==> config.mk <==
export PLATFORM = sky130hd
export DESIGN_NAME = circular_deque
export DESIGN_NICKNAME = d
export VERILOG_FILES = /design/src/rtl/cdq_pkg.sv /design/src/rtl/circular_deque.sv /design/src/rtl/cdq_ram.sv /design/src/rtl/cdq_ctrl.sv /design/src/rtl/cdq_dp.sv
export SDC_FILE = /design/constraint.sdc
export NUM_CORES = 2
export LEC_CHECK = 0
export BUFFER_PORTS_ARGS = -buffer_cell sky130_fd_sc_hd__buf_2
export CAP_MARGIN = 20
export CELL_PAD_IN_SITES_DETAIL_PLACEMENT = 1
export CELL_PAD_IN_SITES_GLOBAL_PLACEMENT = 1
export CORE_UTILIZATION = 33
export CTS_CLUSTER_DIAMETER = 150
export CTS_CLUSTER_SIZE = 24
export DETAILED_ROUTE_END_ITERATION = 7
export PLACE_DENSITY = 0.5
export SETUP_SLACK_MARGIN = 0.4
export SYNTH_ARGS = -nofsm -noshare
export SYNTH_HDL_FRONTEND = slang
export SYNTH_SLANG_ARGS = --single-unit
==> constraint.sdc <==
create_clock -name i_clk -period 10.78 [get_ports i_clk]
set_input_delay 1.078 -clock i_clk [delete_from_list [all_inputs] [get_ports i_clk]]
set_output_delay 1.078 -clock i_clk [all_outputs]
set_load 0.02 [all_outputs]
==> src/rtl/cdq_pkg.sv <==
// ----------------------------------------------------------------------------
// cdq_pkg
// shared types and constants for the circular deque
// ----------------------------------------------------------------------------
package cdq_pkg;

    // width of the capacity register
    localparam int CAP_W     = 7;
    // capacity after reset
    localparam int CAP_RESET = 64;

    typedef enum logic [1:0] {
        REQ_PUSH_FRONT = 2'd0,
        REQ_POP_FRONT  = 2'd1,
        REQ_PUSH_BACK  = 2'd2,
        REQ_POP_BACK   = 2'd3
    } t_req_type;

    typedef enum logic [1:0] {
        ST_OK        = 2'd0,
        ST_OVERFLOW  = 2'd1,
        ST_UNDERFLOW = 2'd2
    } t_status;

    typedef struct packed {
        t_req_type          req_type;
        logic signed [31:0] push_value;
    } t_req_word;

    typedef struct packed {
        logic signed [31:0] pop_value;
        t_status            status;
    } t_rsp_word;

    // controller to datapath
    typedef struct packed {
        logic capture;   // take the input word, start the slot read
        logic exec;      // apply the request to indices and store
        logic load_out;  // move the result into the output register
    } t_cdq_cmd;

    // datapath to controller
    typedef struct packed {
        logic out_free;  // output register empty or being taken
    } t_cdq_sts;

endpackage

==> src/rtl/circular_deque.sv <==
// ----------------------------------------------------------------------------
// circular_deque
// double-ended queue in a circular slot store with programmable capacity
// ----------------------------------------------------------------------------
//  channel  | handshake                 | word
//  ---------+---------------------------+--------------------------------
//  request  | i_in_valid / o_in_ready   | i_in_word  (req_type, push_value)
//  result   | o_out_valid / i_out_ready | o_out_word (pop_value, status)
//  config   | i_cfg_we                  | i_cfg_wdata (capacity)
//
//  each request passes through accept and slot read, execute with slot
//  write and index update, and load of the output register; the registered
//  read of the slot store is why accept and execute are separate steps
//  a stalled result holds the sequencer in its load step; a new request is
//  taken as soon as the result has moved into the output register
//  synchronous active-low reset empties the deque and sets capacity 64
//  (or DEPTH if smaller); store contents are not cleared
//  a capacity write empties the deque and keeps the store contents
// ----------------------------------------------------------------------------
module circular_deque
    import cdq_pkg::*;
#(
    parameter int DEPTH      = 64,
    parameter int DATA_WIDTH = 32
) (
    input  logic             i_clk,
    input  logic             i_rst_n,
    // request side
    input  logic             i_in_valid,
    output logic             o_in_ready,
    input  t_req_word        i_in_word,
    // result side
    output logic             o_out_valid,
    input  logic             i_out_ready,
    output t_rsp_word        o_out_word,
    // capacity register
    input  logic             i_cfg_we,
    input  logic [CAP_W-1:0] i_cfg_wdata
);

    // command and status between sequencer and datapath
    t_cdq_cmd w_cmd;
    t_cdq_sts w_sts;

    // sequencer: idle, execute, load output
    cdq_ctrl u_ctrl (
        .i_clk      (i_clk),
        .i_rst_n    (i_rst_n),
        .i_in_valid (i_in_valid),
        .o_in_ready (o_in_ready),
        .i_sts      (w_sts),
        .o_cmd      (w_cmd)
    );

    // indices, slot store and output register
    cdq_dp #(
        .DEPTH      (DEPTH),
        .DATA_WIDTH (DATA_WIDTH)
    ) u_dp (
        .i_clk       (i_clk),
        .i_rst_n     (i_rst_n),
        .i_in_word   (i_in_word),
        .i_cfg_we    (i_cfg_we),
        .i_cfg_wdata (i_cfg_wdata),
        .i_cmd       (w_cmd),
        .o_sts       (w_sts),
        .o_out_valid (o_out_valid),
        .i_out_ready (i_out_ready),
        .o_out_word  (o_out_word)
    );

endmodule

==> src/rtl/cdq_ram.sv <==
// ----------------------------------------------------------------------------
// cdq_ram
// generic single-write single-read ram with registered read data
// ----------------------------------------------------------------------------
module cdq_ram #(
    parameter int WIDTH = 32,
    parameter int DEPTH = 64
) (
    input  logic                     i_clk,
    input  logic                     i_we,
    input  logic [$clog2(DEPTH)-1:0] i_waddr,
    input  logic [WIDTH-1:0]         i_wdata,
    input  logic                     i_re,
    input  logic [$clog2(DEPTH)-1:0] i_raddr,
    output logic [WIDTH-1:0]         o_rdata
);

    logic [WIDTH-1:0] r_mem [DEPTH];
    logic [WIDTH-1:0] r_rdata;

    always_ff @(posedge i_clk) begin
        if (i_we) begin
            r_mem[i_waddr] <= i_wdata;
        end
        if (i_re) begin
            r_rdata <= r_mem[i_raddr];
        end
    end

    assign o_rdata = r_rdata;

endmodule

==> src/rtl/cdq_ctrl.sv <==
// ----------------------------------------------------------------------------
// cdq_ctrl
// request sequencer: capture, execute, hand over to the output register
// ----------------------------------------------------------------------------
module cdq_ctrl
    import cdq_pkg::*;
(
    input  logic     i_clk,
    input  logic     i_rst_n,
    input  logic     i_in_valid,
    output logic     o_in_ready,
    input  t_cdq_sts i_sts,
    output t_cdq_cmd o_cmd
);

    typedef enum logic [1:0] {
        S_IDLE,
        S_EXEC,
        S_LOAD
    } t_state;

    t_state r_state;
    t_state n_state;

    always_comb begin
        n_state       = r_state;
        o_cmd         = '0;
        o_in_ready    = 1'b0;
        unique case (r_state)
            S_IDLE: begin
                o_in_ready = 1'b1;
                if (i_in_valid) begin
                    o_cmd.capture = 1'b1;
                    n_state       = S_EXEC;
                end
            end
            S_EXEC: begin
                o_cmd.exec = 1'b1;
                n_state    = S_LOAD;
            end
            S_LOAD: begin
                if (i_sts.out_free) begin
                    o_cmd.load_out = 1'b1;
                    n_state        = S_IDLE;
                end
            end
            default: begin
                n_state = S_IDLE;
            end
        endcase
    end

    always_ff @(posedge i_clk) begin
        if (!i_rst_n) begin
            r_state <= S_IDLE;
        end else begin
            r_state <= n_state;
        end
    end

    // an accepted word is always executed in the next cycle
    a_accept_exec: assert property (@(posedge i_clk) disable iff (!i_rst_n)
        (i_in_valid && o_in_ready) |=> (r_state == S_EXEC))
        else $error("accepted word not executed");

endmodule

==> src/rtl/cdq_dp.sv <==
// ----------------------------------------------------------------------------
// cdq_dp
// deque datapath: indices, slot store, result and output registers
// ----------------------------------------------------------------------------
module cdq_dp
    import cdq_pkg::*;
#(
    parameter int DEPTH      = 64,
    parameter int DATA_WIDTH = 32
) (
    input  logic             i_clk,
    input  logic             i_rst_n,
    input  t_req_word        i_in_word,
    input  logic             i_cfg_we,
    input  logic [CAP_W-1:0] i_cfg_wdata,
    input  t_cdq_cmd         i_cmd,
    output t_cdq_sts         o_sts,
    output logic             o_out_valid,
    input  logic             i_out_ready,
    output t_rsp_word        o_out_word
);

    localparam int IW      = $clog2(DEPTH);
    localparam int RST_CAP = (CAP_RESET > DEPTH) ? DEPTH : CAP_RESET;

    t_req_word       r_req;
    t_rsp_word       r_res;
    t_rsp_word       n_res;
    t_rsp_word       r_out_word;
    logic            r_out_valid;
    logic [IW-1:0]   r_front;
    logic [IW-1:0]   r_back;
    logic            r_empty;
    logic [IW-1:0]   r_cap_m1;
    logic [IW-1:0]   n_front;
    logic [IW-1:0]   n_back;
    logic            n_empty;
    logic [IW-1:0]   n_cap_m1;

    logic                  w_full;
    logic                  w_we;
    logic [IW-1:0]         w_waddr;
    logic [DATA_WIDTH-1:0] w_wdata;
    logic [IW-1:0]         w_raddr;
    logic [DATA_WIDTH-1:0] w_rdata;
    logic [63:0]           w_rd_ext;
    logic [31:0]           w_cfg_ext;

    function automatic logic [IW-1:0] step_up(input logic [IW-1:0] x,
                                              input logic [IW-1:0] cm1);
        return (x >= cm1) ? '0 : x + IW'(1);
    endfunction

    function automatic logic [IW-1:0] step_down(input logic [IW-1:0] x,
                                                input logic [IW-1:0] cm1);
        return (x == '0 || x > cm1) ? cm1 : x - IW'(1);
    endfunction

    // slot read is issued at capture, data is ready in the execute cycle
    assign w_raddr = (i_in_word.req_type == REQ_POP_FRONT) ? r_front : r_back;

    cdq_ram #(
        .WIDTH (DATA_WIDTH),
        .DEPTH (DEPTH)
    ) u_ram (
        .i_clk   (i_clk),
        .i_we    (w_we),
        .i_waddr (w_waddr),
        .i_wdata (w_wdata),
        .i_re    (i_cmd.capture),
        .i_raddr (w_raddr),
        .o_rdata (w_rdata)
    );

    assign w_full   = !r_empty && (step_up(r_back, r_cap_m1) == r_front);
    assign w_wdata  = DATA_WIDTH'(64'($unsigned(r_req.push_value)));
    assign w_rd_ext = 64'(w_rdata);

    // clamp of the written capacity to 1..DEPTH, held as capacity minus one
    assign w_cfg_ext = 32'(i_cfg_wdata);
    always_comb begin
        priority if (w_cfg_ext == 32'd0) begin
            n_cap_m1 = '0;
        end else if (w_cfg_ext > 32'(DEPTH)) begin
            n_cap_m1 = IW'(DEPTH - 1);
        end else begin
            n_cap_m1 = IW'(w_cfg_ext - 32'd1);
        end
    end

    always_comb begin
        n_front          = r_front;
        n_back           = r_back;
        n_empty          = r_empty;
        w_we             = 1'b0;
        w_waddr          = r_back;
        n_res.pop_value  = '0;
        n_res.status     = ST_OK;
        unique case (r_req.req_type)
            REQ_PUSH_FRONT: begin
                if (w_full) begin
                    n_res.status = ST_OVERFLOW;
                end else begin
                    if (r_empty) begin
                        n_front = r_cap_m1;
                        n_back  = r_cap_m1;
                        n_empty = 1'b0;
                    end else begin
                        n_front = step_down(r_front, r_cap_m1);
                    end
                    w_we    = 1'b1;
                    w_waddr = n_front;
                end
            end
            REQ_PUSH_BACK: begin
                if (w_full) begin
                    n_res.status = ST_OVERFLOW;
                end else begin
                    if (r_empty) begin
                        n_front = '0;
                        n_back  = '0;
                        n_empty = 1'b0;
                    end else begin
                        n_back = step_up(r_back, r_cap_m1);
                    end
                    w_we    = 1'b1;
                    w_waddr = n_back;
                end
            end
            REQ_POP_FRONT: begin
                if (r_empty) begin
                    n_res.status = ST_UNDERFLOW;
                end else begin
                    n_res.pop_value = w_rd_ext[31:0];
                    if (r_front == r_back) begin
                        n_front = '0;
                        n_back  = '0;
                        n_empty = 1'b1;
                    end else begin
                        n_front = step_up(r_front, r_cap_m1);
                    end
                end
            end
            REQ_POP_BACK: begin
                if (r_empty) begin
                    n_res.status = ST_UNDERFLOW;
                end else begin
                    n_res.pop_value = w_rd_ext[31:0];
                    if (r_front == r_back) begin
                        n_front = '0;
                        n_back  = '0;
                        n_empty = 1'b1;
                    end else begin
                        n_back = step_down(r_back, r_cap_m1);
                    end
                end
            end
            default: begin
                n_res.status = ST_OK;
            end
        endcase
        // store writes only happen in the execute cycle
        w_we = w_we && i_cmd.exec;
    end

    always_ff @(posedge i_clk) begin
        if (!i_rst_n) begin
            r_front     <= '0;
            r_back      <= '0;
            r_empty     <= 1'b1;
            r_cap_m1    <= IW'(RST_CAP - 1);
            r_out_valid <= 1'b0;
        end else begin
            if (i_cfg_we) begin
                r_cap_m1 <= n_cap_m1;
                r_front  <= '0;
                r_back   <= '0;
                r_empty  <= 1'b1;
            end else if (i_cmd.exec) begin
                r_front <= n_front;
                r_back  <= n_back;
                r_empty <= n_empty;
            end
            if (i_cmd.load_out) begin
                r_out_valid <= 1'b1;
            end else if (i_out_ready) begin
                r_out_valid <= 1'b0;
            end
        end
    end

    always_ff @(posedge i_clk) begin
        if (i_cmd.capture) begin
            r_req <= i_in_word;
        end
        if (i_cmd.exec) begin
            r_res <= n_res;
        end
        if (i_cmd.load_out) begin
            r_out_word <= r_res;
        end
    end

    assign o_sts.out_free = !r_out_valid || i_out_ready;
    assign o_out_valid    = r_out_valid;
    assign o_out_word     = r_out_word;

    a_empty_idx: assert property (@(posedge i_clk) disable iff (!i_rst_n)
        r_empty |-> (r_front == '0 && r_back == '0))
        else $error("empty deque with non-zero indices");

    a_idx_range: assert property (@(posedge i_clk) disable iff (!i_rst_n)
        (r_front <= r_cap_m1 && r_back <= r_cap_m1))
        else $error("index beyond capacity");

    a_no_write_full: assert property (@(posedge i_clk) disable iff (!i_rst_n)
        (w_we && w_full) |-> 1'b0)
        else $error("slot written while deque full");

endmodule
==> run_summary.xml <==
<?xml version="1.0" encoding="UTF-8"?>
<metrics>
  <group name="timing">
    <metric name="slew_at_the_pin_closest_to_its_max_slew_limit" unit="ns">1.19</metric>
    <metric name="fin_skew" unit="ns">0.0404</metric>
    <metric name="max_freq" unit="GHz">0.170</metric>
    <metric name="timing.final.setup_violations" unit="">0</metric>
    <metric name="worst_slack" unit="ns">4.91</metric>
    <metric name="final-max-slew-violation-count" unit="">0</metric>
    <metric name="slew_headroom" unit="%">20.4</metric>
    <metric name="finalCritPeriodShare" unit="%">54.4</metric>
    <metric name="min_period" unit="ns">5.87</metric>
    <metric name="unrepaired_setup_endpoints_after_global_routing" unit="">false</metric>
    <metric name="final_sum_of_negative_setup_slack" unit="ns">0</metric>
    <metric name="timing.final.hold_violations" unit="">0</metric>
  </group>
  <group name="final_layout">
    <metric name="layout.core_utilization" unit="%">36.5</metric>
    <metric name="drive_above_1_share" unit="%">23.1</metric>
    <metric name="final_design_area_no_fill" unit="um2">94100</metric>
    <metric name="finalNetCount" unit="">4325</metric>
    <metric name="area_delta_synth_final" unit="%">9.68</metric>
    <metric name="final.fill_count" unit="">24500</metric>
    <metric name="layout.area.seq" unit="um2">66000</metric>
    <metric name="multi_input_area" unit="um2">19200</metric>
  </group>
  <group name="synthesis">
    <metric name="synth_top_cell_by_area" unit="">edfxtp_1</metric>
    <metric name="asr_flop_ratio_synth" unit="%">0</metric>
    <metric name="area_share_of_the_largest_cell_type_after_synthesis" unit="%">76.4</metric>
    <metric name="synth.area.top_cells" unit="">edfxtp_1 (76%), mux4_2 (13%), a211oi_1 (1.4%)</metric>
    <metric name="ys_top_cells_by_count" unit="">edfxtp_1 (2182), mux4_2 (512), nand2_1 (276)</metric>
    <metric name="yosys_reg_bits" unit="">2204</metric>
    <metric name="mappedNetlistNets" unit="">4218</metric>
    <metric name="yosysSeqAreaShare" unit="%">76.9</metric>
    <metric name="yosys.cell_count.top_type" unit="">edfxtp_1</metric>
    <metric name="syn-instance-count" unit="">4152</metric>
    <metric name="synth_edf_count" unit="">2182</metric>
    <metric name="synth_area_per_cell" unit="um2">20.7</metric>
    <metric name="synth_ff_type" unit="">edfxtp_1</metric>
    <metric name="ys.warnings.count" unit="">0</metric>
    <metric name="synth.distinct_cells" unit="">75</metric>
    <metric name="mappedNetlistArea" unit="um2">85800</metric>
  </group>
  <group name="worst_setup_path">
    <metric name="timing.critical_path.from_type" unit="">flip-flop</metric>
    <metric name="timing.critical_path.slowest_cell_delay" unit="ns">0.95</metric>
    <metric name="critical-path-slowest-cell" unit="">nand4b_1</metric>
    <metric name="critical_path.endpoint_type" unit="">flip-flop</metric>
    <metric name="worst-path-max-fanout" unit="">20</metric>
    <metric name="worstSetupPathType" unit="">reg2reg</metric>
    <metric name="worstPathArrival" unit="ns">6.27</metric>
    <metric name="worstPathRequired" unit="ns">11.19</metric>
    <metric name="critical_path.most_common_cell" unit="">buf_4</metric>
    <metric name="worstPathCellList" unit="">buf_4, inv_1, ha_1, nand2b_1, a21o_1, a211oi_2, a32oi_1, a311oi_1, nand4b_1, nor2_4, buf_4</metric>
  </group>
  <group name="drt">
    <metric name="drt-wirelength-per-cell" unit="um">33.7</metric>
    <metric name="ant_nets" unit="">0</metric>
    <metric name="drtIter0Drc" unit="">3936</metric>
    <metric name="route.final.wire_length" unit="um">258000</metric>
    <metric name="vias" unit="">42000</metric>
    <metric name="drtPass1Iterations" unit="">8</metric>
    <metric name="route.detailed.drc" unit="">0</metric>
    <metric name="post_drt_via_cell_ratio" unit="">5.48</metric>
  </group>
  <group name="clocking">
    <metric name="cts.root.buffer_cell" unit="">clkbuf_16</metric>
    <metric name="cts_num_sinks" unit="">2204</metric>
    <metric name="cts_hold_repair.buffers" unit="">0</metric>
    <metric name="numCtsBuffers" unit="">103</metric>
    <metric name="cts_htree_levels" unit="">3</metric>
    <metric name="postCtsSetupBuffers" unit="">0</metric>
    <metric name="cts_repair_resizes" unit="">0</metric>
    <metric name="path_clk_slew" unit="ns">0.10</metric>
    <metric name="clock_network_latency_to_the_later_pin_of_the_worst_skew_pair" unit="ns">0.79</metric>
    <metric name="cts_tree" unit="">yes</metric>
    <metric name="cts_buffer_depth" unit="">3</metric>
  </group>
  <group name="run">
    <metric name="maxCapViolCount" unit="">0</metric>
  </group>
  <group name="placement">
    <metric name="post_dp_cell_area" unit="um2">91300</metric>
    <metric name="routabilityCongestion" unit="">0.740</metric>
    <metric name="dpl.hpwl" unit="um">139000</metric>
    <metric name="place_ws" unit="ns">4.21</metric>
    <metric name="portBuffers" unit="">81</metric>
  </group>
  <group name="die">
    <metric name="core_area" unit="um2">258000</metric>
    <metric name="dieHeight" unit="um">512</metric>
    <metric name="num_rows" unit="">186</metric>
    <metric name="io_pins" unit="">82</metric>
    <metric name="dieArea" unit="um2">262000</metric>
    <metric name="fp.dieW" unit="um">512</metric>
    <metric name="floorplan.initialDensity" unit="%">33.3</metric>
  </group>
  <group name="grt">
    <metric name="globalRoute.totalOverflow" unit="">0</metric>
    <metric name="grt_use_total" unit="%">19.6</metric>
    <metric name="number_of_antenna_violations_at_the_first_check_in_global_routing" unit="">21</metric>
    <metric name="grt_first_pass_wirelength" unit="um">360000</metric>
    <metric name="via_count_of_the_first_global_routing_pass" unit="">44100</metric>
    <metric name="grt_start_max_net_pins" unit="">104</metric>
  </group>
  <group name="run_status">
    <metric name="outcome" unit="">complete, no violations</metric>
  </group>
  <group name="pwr">
    <metric name="power.density_cell_area" unit="nW/um2">154</metric>
    <metric name="max_rail_drop_vdd" unit="uV">118</metric>
    <metric name="p_leak" unit="nW">29.0</metric>
  </group>
  <group name="min_path">
    <metric name="min-delay-path-class" unit="">reg2reg</metric>
  </group>
</metrics>
==> power breakdown <==
part / leakage [nW] / total, mW / internal [mW] / switching (mW)
Clock: 1.36 / 4.47 / 1.78 / 2.69
Sequential: 19.8 / 9.50 / 9.47 / 0.0268
Combinational: 7.86 / 0.547 / 0.148 / 0.399
Total: 29.0 / 14.5 / 11.4 / 3.12
==> placed cells by master, fill, tap and decap left out, types with 5 or more instances in the layout <==
cell | synthesis | layout
clkbuf_16 | 0 | 106
a211oi_1 | 164 | 161
a311oi_1 | 65 | 65
nand2_1 | 276 | 276
dfxtp_1 | 22 | 22
a21o_1 | 8 | 8
mux2i_4 | 0 | 6
mux4_2 | 512 | 512
a31oi_2 | 4 | 6
buf_12 | 0 | 13
nand2b_1 | 6 | 6
nor2_4 | 0 | 48
a31oi_1 | 72 | 70
buf_2 | 64 | 81
a211oi_2 | 3 | 6
and3_1 | 38 | 38
nand3_1 | 18 | 18
nor3_1 | 32 | 16
edfxtp_1 | 2182 | 2182
o21ai_0 | 27 | 27
nor2b_1 | 6 | 5
ha_1 | 20 | 20
diode_2 | 0 | 5
a21oi_1 | 95 | 95
xnor2_1 | 10 | 10
clkbuf_1 | 142 | 5
nor2_1 | 73 | 25
buf_4 | 27 | 159
inv_1 | 22 | 21
and2_1 | 131 | 130
xor2_1 | 11 | 11
nor3_2 | 1 | 17
o221ai_1 | 10 | 10
==> kinds of logic after synthesis <==
family,after synthesis,synth area share (%)
AO/OA/AOI/OAI,500,4.18
XOR/XNOR,23,0.260
adder cells (fa/ha/maj),20,0.292
buffers and inverters,276,1.45
flip-flops,2204,76.9
multiplexers,519,13.5
AND/OR/NAND/NOR,610,3.41
==> sequential cells by signal, summed over array words and instances, names as in the netlist, 6 cells and up <==
signal,flops
u_dp.r_cap_m1,6
u_dp.r_front,6
u_dp.w_wdata,32
u_dp.o_out_word,34
u_dp.u_ram.r_mem,2048
u_dp.u_ram.o_rdata,32
u_dp.r_back,6
u_dp.r_res,34
==> final cells by class <==
class	instances	area share, %
Timing Repair Buffer	256	2.00
Clock buffer	111	2.84
Sequential cell	2204	70.1
Tap cell	3384	4.50
Inverter	22	0.0877
Antenna cell	5	0.0133
Multi-Input combinational cell	1672	20.4
Clock inverter	6	0.0984
==> metal layers <==
layer | vias to the layer above | track usage [%] | share of wire (%) | routed length [um]
li1 | 17400 | - | - | -
met1 | 23500 | 27.1 | 44 | 115000
met2 | 882 | 33.3 | 50 | 129000
met3 | 205 | 2.14 | 3.9 | 10100
met4 | 0 | 4.08 | 1.8 | 4650
met5 | - | 0 | 0 | 0
==> worst max-delay path: cells and delay by family (launching register included) <==
family | cells | cell delay, ns
and+or+nand+nor | 3 | 2.02
AOI/OAI and AO/OA | 4 | 1.74
buffers and inverters | 3 | 1.07
DFF | 1 | 0.31
adders and majority gates | 1 | 0.31
==> path summary, 6_finish.rpt <==
path | start | endpoint | slack, ns | cells after the start
setup / recovery | u_dp.r_back[0] | u_dp.u_ram.r_mem[23][1] | 4.91 | 11
hold / removal | u_dp.r_res[19] | u_dp.o_out_word[19] | 0.43 | 0
setup reg to reg | u_dp.r_back[0] | u_dp.u_ram.r_mem[23][1] | 4.91 | 11
hold reg to reg | u_dp.r_res[19] | u_dp.o_out_word[19] | 0.43 | 0
==> per-stage QoR <==
step / power [mW] / std cells / hold WS (ns)
finish: 14.5 / 7660 / 0.428
global route: 14.9 / 7658 / 0.406
CTS: 14.7 / 7651 / 0.369
detailed placement: 10.2 / 7534 / 0.406
global placement: 10.2 / 7530 / 0.404
floorplan: 9.98 / 4152 / 0.400
Note: power is estimated with default switching activity, not from simulation.
